File: src/rtl/core/ifd_pkg.sv
// ----------------------------------------------------------------------------
// ifd_pkg: shared types and constants of the flanger delay unit
// Field widths, register indexes and the controller/datapath command bundle.
// ----------------------------------------------------------------------------
`timescale 1ns / 1ps

package ifd_pkg;

    localparam int IFD_MAX_RING    = 4096;
    localparam int IFD_SAMPLE_BITS = 16;
    localparam int IFD_FRAC_BITS   = 8;

    localparam int RLEN_W    = 13;
    localparam int GAIN_W    = 16;
    localparam int DELAY_W   = 20;
    localparam int GAIN_FRAC = 15;
    localparam int CFG_W     = 16;
    localparam int CFG_IDX_W = 1;

    localparam logic [RLEN_W-1:0] RLEN_RESET = 13'd4096;

    localparam logic [CFG_IDX_W-1:0] CFG_RING_LENGTH   = 1'b0;
    localparam logic [CFG_IDX_W-1:0] CFG_FEEDBACK_GAIN = 1'b1;

    typedef struct packed {
        logic clr;
        logic load;
        logic clamp;
        logic pos;
        logic rd;
        logic mul;
        logic sum;
        logic fbmul;
        logic wr;
    } t_cmd;

    typedef struct packed {
        logic clr_last;
    } t_status;

endpackage

File: src/rtl/core/ifd_ctrl.sv
// ----------------------------------------------------------------------------
// ifd_ctrl: sequencer of the flanger delay unit
// Runs the clearing pass after reset, then steps each accepted word through
// the datapath and owns the output valid flag.
// ----------------------------------------------------------------------------
`timescale 1ns / 1ps

module ifd_ctrl (
    input  logic             i_clk,
    input  logic             i_rst_n,
    input  logic             i_in_valid,
    output logic             o_in_stall,
    output logic             o_out_valid,
    input  logic             i_out_stall,
    output ifd_pkg::t_cmd    o_cmd,
    input  ifd_pkg::t_status i_status
);
    import ifd_pkg::*;

    localparam logic [3:0] S_CLEAR = 4'd0;
    localparam logic [3:0] S_IDLE  = 4'd1;
    localparam logic [3:0] S_CLAMP = 4'd2;
    localparam logic [3:0] S_POS   = 4'd3;
    localparam logic [3:0] S_READ  = 4'd4;
    localparam logic [3:0] S_MUL   = 4'd5;
    localparam logic [3:0] S_SUM   = 4'd6;
    localparam logic [3:0] S_FBMUL = 4'd7;
    localparam logic [3:0] S_WRITE = 4'd8;

    logic [3:0] r_state;
    logic [3:0] n_state;
    logic       r_out_valid;
    logic       n_out_valid;

    always_comb begin
        o_cmd   = '0;
        n_state = r_state;
        case (r_state)
            S_CLEAR: begin
                o_cmd.clr = 1'b1;
                if (i_status.clr_last) begin
                    n_state = S_IDLE;
                end
            end
            S_IDLE: begin
                if (i_in_valid) begin
                    o_cmd.load = 1'b1;
                    n_state    = S_CLAMP;
                end
            end
            S_CLAMP: begin
                o_cmd.clamp = 1'b1;
                n_state     = S_POS;
            end
            S_POS: begin
                o_cmd.pos = 1'b1;
                n_state   = S_READ;
            end
            S_READ: begin
                o_cmd.rd = 1'b1;
                n_state  = S_MUL;
            end
            S_MUL: begin
                o_cmd.mul = 1'b1;
                n_state   = S_SUM;
            end
            S_SUM: begin
                o_cmd.sum = 1'b1;
                n_state   = S_FBMUL;
            end
            S_FBMUL: begin
                o_cmd.fbmul = 1'b1;
                n_state     = S_WRITE;
            end
            S_WRITE: begin
                // hold here until the output register can take the word
                if (!r_out_valid || !i_out_stall) begin
                    o_cmd.wr = 1'b1;
                    n_state  = S_IDLE;
                end
            end
            default: begin
                n_state = S_IDLE;
            end
        endcase
    end

    always_comb begin
        n_out_valid = r_out_valid;
        if (r_out_valid && !i_out_stall) begin
            n_out_valid = 1'b0;
        end
        if (o_cmd.wr) begin
            n_out_valid = 1'b1;
        end
    end

    always_ff @(posedge i_clk) begin
        if (!i_rst_n) begin
            r_state     <= S_CLEAR;
            r_out_valid <= 1'b0;
        end else begin
            r_state     <= n_state;
            r_out_valid <= n_out_valid;
        end
    end

    assign o_in_stall  = (r_state != S_IDLE);
    assign o_out_valid = r_out_valid;

`ifndef NO_ASSERTIONS
    a_accept_starts: assert property (@(posedge i_clk) disable iff (!i_rst_n)
        (i_in_valid && !o_in_stall) |=> (r_state == S_CLAMP))
        else $error("accepted word did not start processing");

    a_valid_from_write: assert property (@(posedge i_clk) disable iff (!i_rst_n)
        $rose(o_out_valid) |-> ($past(r_state) == S_WRITE))
        else $error("output valid rose outside the write step");

    a_clear_no_output: assert property (@(posedge i_clk) disable iff (!i_rst_n)
        (r_state == S_CLEAR) |-> !r_out_valid)
        else $error("output valid during clearing pass");
`endif

endmodule

File: config.mk
export PLATFORM = sky130hd
export DESIGN_NAME = ifd_ctrl
export DESIGN_NICKNAME = d
export VERILOG_FILES = /design/src/rtl/core/ifd_pkg.sv /design/src/rtl/core/ifd_ctrl.sv
export SDC_FILE = /design/constraint.sdc
export NUM_CORES = 1
export LEC_CHECK = 0
export BUFFER_PORTS_ARGS = -buffer_cell sky130_fd_sc_hd__buf_4
export CAP_MARGIN = 20
export CORE_AREA = 2 2 39 41
export CTS_BUF_LIST = sky130_fd_sc_hd__clkbuf_16
export CTS_CLUSTER_DIAMETER = 50
export CTS_CLUSTER_SIZE = 20
export DETAILED_ROUTE_END_ITERATION = 16
export DIE_AREA = 0 0 41 43
export MAX_ROUTING_LAYER = met4
export PLACE_DENSITY = 0.54
export RECOVER_POWER = 25
export SYNTH_ARGS = -nofsm -noshare
export SYNTH_HDL_FRONTEND = slang
export SYNTH_SLANG_ARGS = --single-unit
export TNS_END_PERCENT = 100
File: constraint.sdc
create_clock -name i_clk -period 1.8 [get_ports i_clk]
set_input_delay 0.18 -clock i_clk [delete_from_list [all_inputs] [get_ports i_clk]]
set_output_delay 0.18 -clock i_clk [all_outputs]
set_load 0.02 [all_outputs]
Yosys cells after proc, flatten, opt, wreduce, memory -nomap -nowiden. Index checks and enable logic that the tools add are counted.

Bits in latches: 0. Bits in registers: 5. Memories kept: 0. Input port bits: 5. Output and inout port bits: 11. Word-level logic and storage cells: 38. Memory bits (read-only): 0. Bits in writable memories: 0.

Shift-type cells: 0. Mux-type cells: 17. Bitwise operators: 0. Equal/unequal tests: 12. $mul: 0. Reductions and logical operators: 7. Divide/modulo/power cells: 0. Order comparisons: 0. $add $sub $neg: 0.

Operators by type and width (count): $pmux W4 S9 (1); $eq A4 B3 Y1 const B (4); $mux W1 (13); $mux W4 (3); $eq A4 B2 Y1 const B (2); $ne A2 B2 Y1 const B (3); $eq A4 B1 Y1 const B (1); $eq A4 B4 Y1 const B (1); $logic_not A4 Y1 (1); $ne A4 B1 Y1 const B (1); $reduce_and A3 Y1 (1); $logic_not A1 Y1 (2); $reduce_bool A2 Y1 (1); $logic_and A1 B1 Y1 (1); $logic_or A1 B1 Y1 (1).

Logic depth before layout (Yosys ltp). Gate-level depths: netlist of run 1.

Word-level depth: 5. Depth in mapped cells: 4. Depth with buffers taken out: 3.

Worst setup path before layout of run 1. No wires, ideal clock.

Kind: reg-to-reg. From: reg r_state[2]. To: reg r_state[0]. Slack: 0.273 ns. Clock period less this slack: 1.527 ns. Cell stages (with the launch flop): 4. Required time: 1.638 ns. Setup time: 0.162 ns. Data arrival time: 1.365 ns. Cells stage by stage: dfxtp_1 -> buf_4 -> nor4_1 -> a211oi_1.

Cells in the longest elaborated chain, start to end: 3.

Ends and longest elaborated chain: start: declaration (RTL line ifd_ctrl.sv:30) `logic [3:0] r_state;`; start signal: assignment (RTL line ifd_ctrl.sv:103) `r_state <= n_state;`; $eq A4 B4 Y1, or another cell as far along (RTL line ifd_ctrl.sv:38) `case (r_state)`; $ne A2 B2 Y1 (no line); $reduce_and A3 Y1 (no line).

Several ways; a longest one is shown, not always the timed one. A chain may end at the register's enable or synchronous reset.

==> flow_summary.ini, run 1 <==
[synthesis]
seq_area_frac_synth = 0.321
synth_area_um2 = 312
postSynthAreaPerCell_um2 = 7.79
ys_warn_count = 0
synth-seq-cells = 5
yosysUniqueCellTypes = 22
syn_nets = 45
synthesis.instances = 40

[pwr]
power_density_nw_per_um2 = 1140
worst_ir_drop_vdd_mv = 0.605
power.leakage_nw = 0.215

[clock_network]
cts_setup_buffers = 0
cts_tree = built
clkLatencyLatePin_ps = 230
holdBufCountCts = 0
cts_made_buffers = 3
path_clk_slew_ps = 30
clock-root-buffer = clkbuf_16
post_cts_resized = 0
cts-root-to-sink-buffers = 2
cts.sinks = 5
htree_levels = 1

[finish]
synthToLayoutAreaGrowth_pct = 56.6
nNetsFinal = 61
utilization = 0.353
num_antenna_cells = 0
drive_gt1_frac = 0.345

[hold_path]
min_from = i_rst_n
min_path_type = primary input to flip-flop
hold_end = r_state[3]
holdPathStages = 2

[setup_path]
cp.required_ps = 1620
r2r_slack_ps = 500
cpLargestDelayFamily = simple AND/OR/NAND/NOR gates
cpPeakStageDelay_ps = 590
end_kind = primary output
worst-path-buf-inv = 1
ff2ff_path_depth = 3
crit_arrival_ps = 1480
critPathSlowestCell = or4b_4
r2r-end = r_state[0]
r2r-start = r_state[1]
crit_type = flip-flop to primary output
critPathLaunchType = flip-flop
crit_chain = or4b_4 -> a21oi_1 -> buf_4
crit_path_max_fanout = 9

[route]
routed_wl_um = 743
vias_per_cell = 4.44
wl_per_cell_um = 10.5
firstDrtPassIters = 4
drcViolationCount = 0
antenna_left = 0
num_vias = 315
first_iter_violations = 2

[place]
place.gp.congestion = 0.767
numPortBuffers = 15
hpwlAfterDp_um = 523

[floorplan]
initial_core_util = 0.225
io_pins = 16
die-area_um2 = 1760
rows = 14
fp.coreArea_um2 = 1380
die-width_um = 41
die_y_um = 43

[sta]
max-slew-margin-rel = 0.775
fmax_mhz = 603
drv_slew = 0
setup_viol = 0
tightestPinTransition_ps = 334
clock_skew_ps = 2.12
rsz0062_at_grt = false
min_period_ps = 1660
setup_tns_ps = 0
finalHoldViolCount = 0
finalCritPeriodShare = 0.921

[grt]
grt_max_degree = 10
grt-ovfl-total = 0
grt_pass1_wl_mm = 1.24
grt_antenna_before_repair = 0
grt_pass1_vias = 278
grt_usage = 0.111

[run]
max-cap-violations = 0

[run_status]
outcome = finished clean
[flip-flops by register name (all words and copies together) (netlist names)]
name,cells
r_state,4
o_out_valid,1
[where the power goes]
part / internal, mW / total, mW / switching [mW]
logic: 0.0344 / 0.0709 / 0.0365
registers: 0.117 / 0.129 / 0.0117
clock network: 0.287 / 0.358 / 0.0704
total: 0.439 / 0.557 / 0.119
[layer usage]
layer | routed length (um) | global-route usage
met2 | 314 | 0.113
met4 | 0 | 0.0600
met1 | 380 | 0.165
met3 | 48 | 0.0628
met5 | 0 | -
[final cells by class]
class	count	area, um^2
multi-input combinational	29	173
clock buffer	3	75.1
clock inverter	1	3.75
tap	16	20.0
inverter	2	7.51
timing repair buffer	15	109
fill	158	896
sequential	5	100
[cell usage after synthesis]
| cell type | number | area, um^2 |
|---|---|---|
| inv_1 | 2 | 7.51 |
| a211oi_1 | 1 | 7.51 |
| buf_4 | 2 | 15.0 |
| mux2_2 | 1 | 11.3 |
| nand2b_1 | 2 | 12.5 |
| xor2_1 | 1 | 8.76 |
| nor2_1 | 6 | 22.5 |
| or2b_1 | 1 | 7.51 |
| a21oi_1 | 1 | 5.00 |
| o21a_1 | 1 | 7.51 |
| nor4_1 | 1 | 6.26 |
| buf_2 | 1 | 5.00 |
| dfxtp_1 | 5 | 100 |
| nand2_1 | 3 | 11.3 |
| nor3b_1 | 2 | 15.0 |
| a21boi_0 | 1 | 7.51 |
| o21ai_0 | 1 | 5.00 |
| nor3_1 | 4 | 20.0 |
| or4b_4 | 1 | 13.8 |
| or3_1 | 1 | 6.26 |
| o21ai_1 | 1 | 5.00 |
| buf_6 | 1 | 11.3 |
[metrics by stage]
step / instance area [um^2] / hold slack [ps] / setup WS (ps) / cells / total power, mW
2_1_floorplan: 312 / 297 / 273 / 40 / 0.176
3_3_place_gp: 413 / 429 / 385 / 67 / 0.201
3_5_place_dp: 413 / 430 / 383 / 67 / 0.201
4_1_cts: 492 / 201 / 148 / 71 / 0.563
5_1_grt: 488 / 209 / 37.4 / 71 / 0.581
6_report: 488 / 196 / 141 / 71 / 0.557
[cell families (layout without fill, tap and decap cells)]
family                 count (synthesis)  count (layout)  share of synthesized area
AND/OR/NAND/NOR                       21              21                      0.369
buffers and inverters                  6              21                      0.124
flip-flops                             5               5                      0.321
XOR/XNOR                               1               1                     0.0281
AO/OA/AOI/OAI                          6               6                      0.120
multiplexers                           1               1                     0.0361
[layout by cell type (no fill, tap or decap)]
cell type / count
a211oi_1: 1
a21boi_0: 1
a21oi_1: 1
buf_4: 14
clkbuf_1: 1
clkbuf_16: 3
dfxtp_1: 5
inv_1: 3
mux2_2: 1
nand2_1: 3
nand2b_1: 2
nor2_1: 6
nor3_1: 4
nor3b_1: 2
nor4_1: 1
o21a_1: 1
o21ai_0: 1
o21ai_1: 1
or2b_1: 1
or3_1: 1
or4b_4: 1
xor2_1: 1
[worst max-delay path by stage]
stage	start	endpoint	depth (start not counted)
4_1_cts	r_state[1]	o_cmd[0]	3
2_1_floorplan	r_state[2]	r_state[0]	3
5_1_grt	r_state[0]	o_cmd[7]	4
6_report	r_state[1]	o_cmd[0]	3
3_3_place_gp	r_state[3]	o_cmd[0]	3
3_5_place_dp	r_state[1]	o_cmd[0]	3
No activity file was read; power rests on OpenSTA's default activity.
==> run 2: changes to the inputs <==
CELL_PAD_IN_SITES_DETAIL_PLACEMENT = 0   (was not set)
CELL_PAD_IN_SITES_GLOBAL_PLACEMENT = 1   (was not set)
PLACE_DENSITY = 0.7   (was 0.54)
==> run 2 against run 1 <==
Effect of this change: first-iteration DRC count grew 50%; clock power barely moved; maximum frequency about the same; critical path depth did not move; power increased by 0.55%; largest power group unchanged; highest routed layer is now met4.
==> flow_summary.ini, run 2 (synthesis gave the netlist of run 1 again) <==
[finish]
final_common_cell = buf_4
num_antenna_cells = 0
synthToLayoutAreaGrowth_pct = 56.6
top_register = r_state
fin_cells = 71
layout_common_cells = 14 x buf_4, 6 x nor2_1, 5 x dfxtp_1, 4 x nor3_1
fin_area_um2 = 488
largest_reg_flops = 4
nNetsFinal = 61
drive_gt1_frac = 0.345

[route]
vias_per_cell = 4.52
topRoutingLayerUsed = met4
wirelength_met1_um = 301
antenna_left = 0
route.met3.wl_um = 73
first_iter_violations = 3
drcViolationCount = 0
wl_per_cell_um = 10.7
firstDrtPassIters = 4
routed_wl_um = 758
routed-wl-met2_um = 342
num_vias = 321

[floorplan]
fp.coreArea_um2 = 1380
rows = 14
io_pins = 16
initial_core_util = 0.225
die-area_um2 = 1760
die_y_um = 43
die-width_um = 41

[hold_path]
min_path_type = primary input to flip-flop

[setup_path]
cp.required_ps = 1620
r2r-start = r_state[3]
r2r-end = r_state[0]
crit_type = flip-flop to primary output
critPathLaunchType = flip-flop
crit_chain = or4b_4 -> a21oi_1 -> buf_4
ff2ff_path_depth = 3
crit_arrival_ps = 1480
crit_start = r_state[3]
crit_path_max_fanout = 8
r2r_slack_ps = 520
critPathSlowestCell = or4b_4
cpPeakStageDelay_ps = 520
end_kind = primary output
cp-endpoint = o_cmd[0]

[place]
hpwlAfterDp_um = 531
dp_cells = 67
place.gp.congestion = 0.675
placed_cell_area_um2 = 413
numPortBuffers = 15

[pwr]
power.leakage_nw = 0.215
power_density_nw_per_um2 = 1150
worst_ir_drop_vdd_mv = 0.580

[sta]
min_period_ps = 1660
setup_tns_ps = 0
whs_ps = 198
tightestPinTransition_ps = 392
finalCritPeriodShare = 0.921
clock_skew_ps = 1.63
drv_slew = 0
setup_viol = 0
rsz0062_at_grt = false
fmax_mhz = 603
max-slew-margin-rel = 0.736
finalHoldViolCount = 0

[run_status]
outcome = finished clean

[grt]
grt_pass1_wl_mm = 1.24
grt_usage = 0.128
grt-ovfl-total = 0
grt_antenna_before_repair = 0
grt_pass1_vias = 299
grt_max_degree = 10

[clock_network]
clock-root-buffer = clkbuf_16
post_cts_resized = 0
holdBufCountCts = 0
cts.sinks = 5
cts_setup_buffers = 0
htree_levels = 1
cts-root-to-sink-buffers = 2
cts_made_buffers = 3
cts_tree = built
clkLatencyLatePin_ps = 230
path_clk_slew_ps = 30

[run]
max-cap-violations = 0
run 2: cell counts in the layout (fill, tap and decap cells not counted):
No cell type changed its count.
run 2: power by group:
group          leakage (nW)  internal, mW  switching [mW]
sequential           0.0408         0.117          0.0112
clock                0.0423         0.288          0.0735
combinational         0.132        0.0344          0.0368
total                 0.215         0.439           0.121
run 2: worst min-delay path by stage:
stage | slack (ps) | end | from | cells after the start
global route | 210 | r_state[3] | i_rst_n | 2
finish | 200 | r_state[3] | i_rst_n | 2
floorplan | 300 | r_state[3] | i_rst_n | 1
detailed placement | 420 | r_state[3] | i_rst_n | 2
global placement | 420 | r_state[3] | i_rst_n | 2
CTS | 200 | r_state[0] | i_status | 3
run 2: per-layer routing:
metal  vias up  GRT usage
met5         -          -
met2        12      0.141
met3         4     0.0942
met1       141      0.119
met4         0      0.160
li1        164          -
run 2: critical path, delay by kind of cell, from the launching register on:
| kind | cells | cell delay (ps) |
|---|---|---|
| AOI/OAI and AO/OA | 1 | 140 |
| buffers and inverters | 1 | 160 |
| DFF | 1 | 440 |
| and+or+nand+nor | 1 | 520 |
run 2: final cells by class:
cell class | instances | area, um^2
inverters | 2 | 7.51
clock buffers | 3 | 75.1
well taps | 16 | 20.0
multi-input cells | 29 | 173
fillers | 147 | 896
flip-flops and latches | 5 | 100
clock inverters | 1 | 3.75
repair buffers | 15 | 109
run 2: through the flow:
step | setup WS (ps) | util | power, mW
2_1_floorplan | 273 | - | 0.176
3_5_place_dp | 391 | 0.298 | 0.202
5_1_grt | 37.6 | 0.353 | 0.588
4_1_cts | 132 | 0.355 | 0.572
6_report | 142 | 0.353 | 0.560
3_3_place_gp | 399 | 0.298 | 0.201
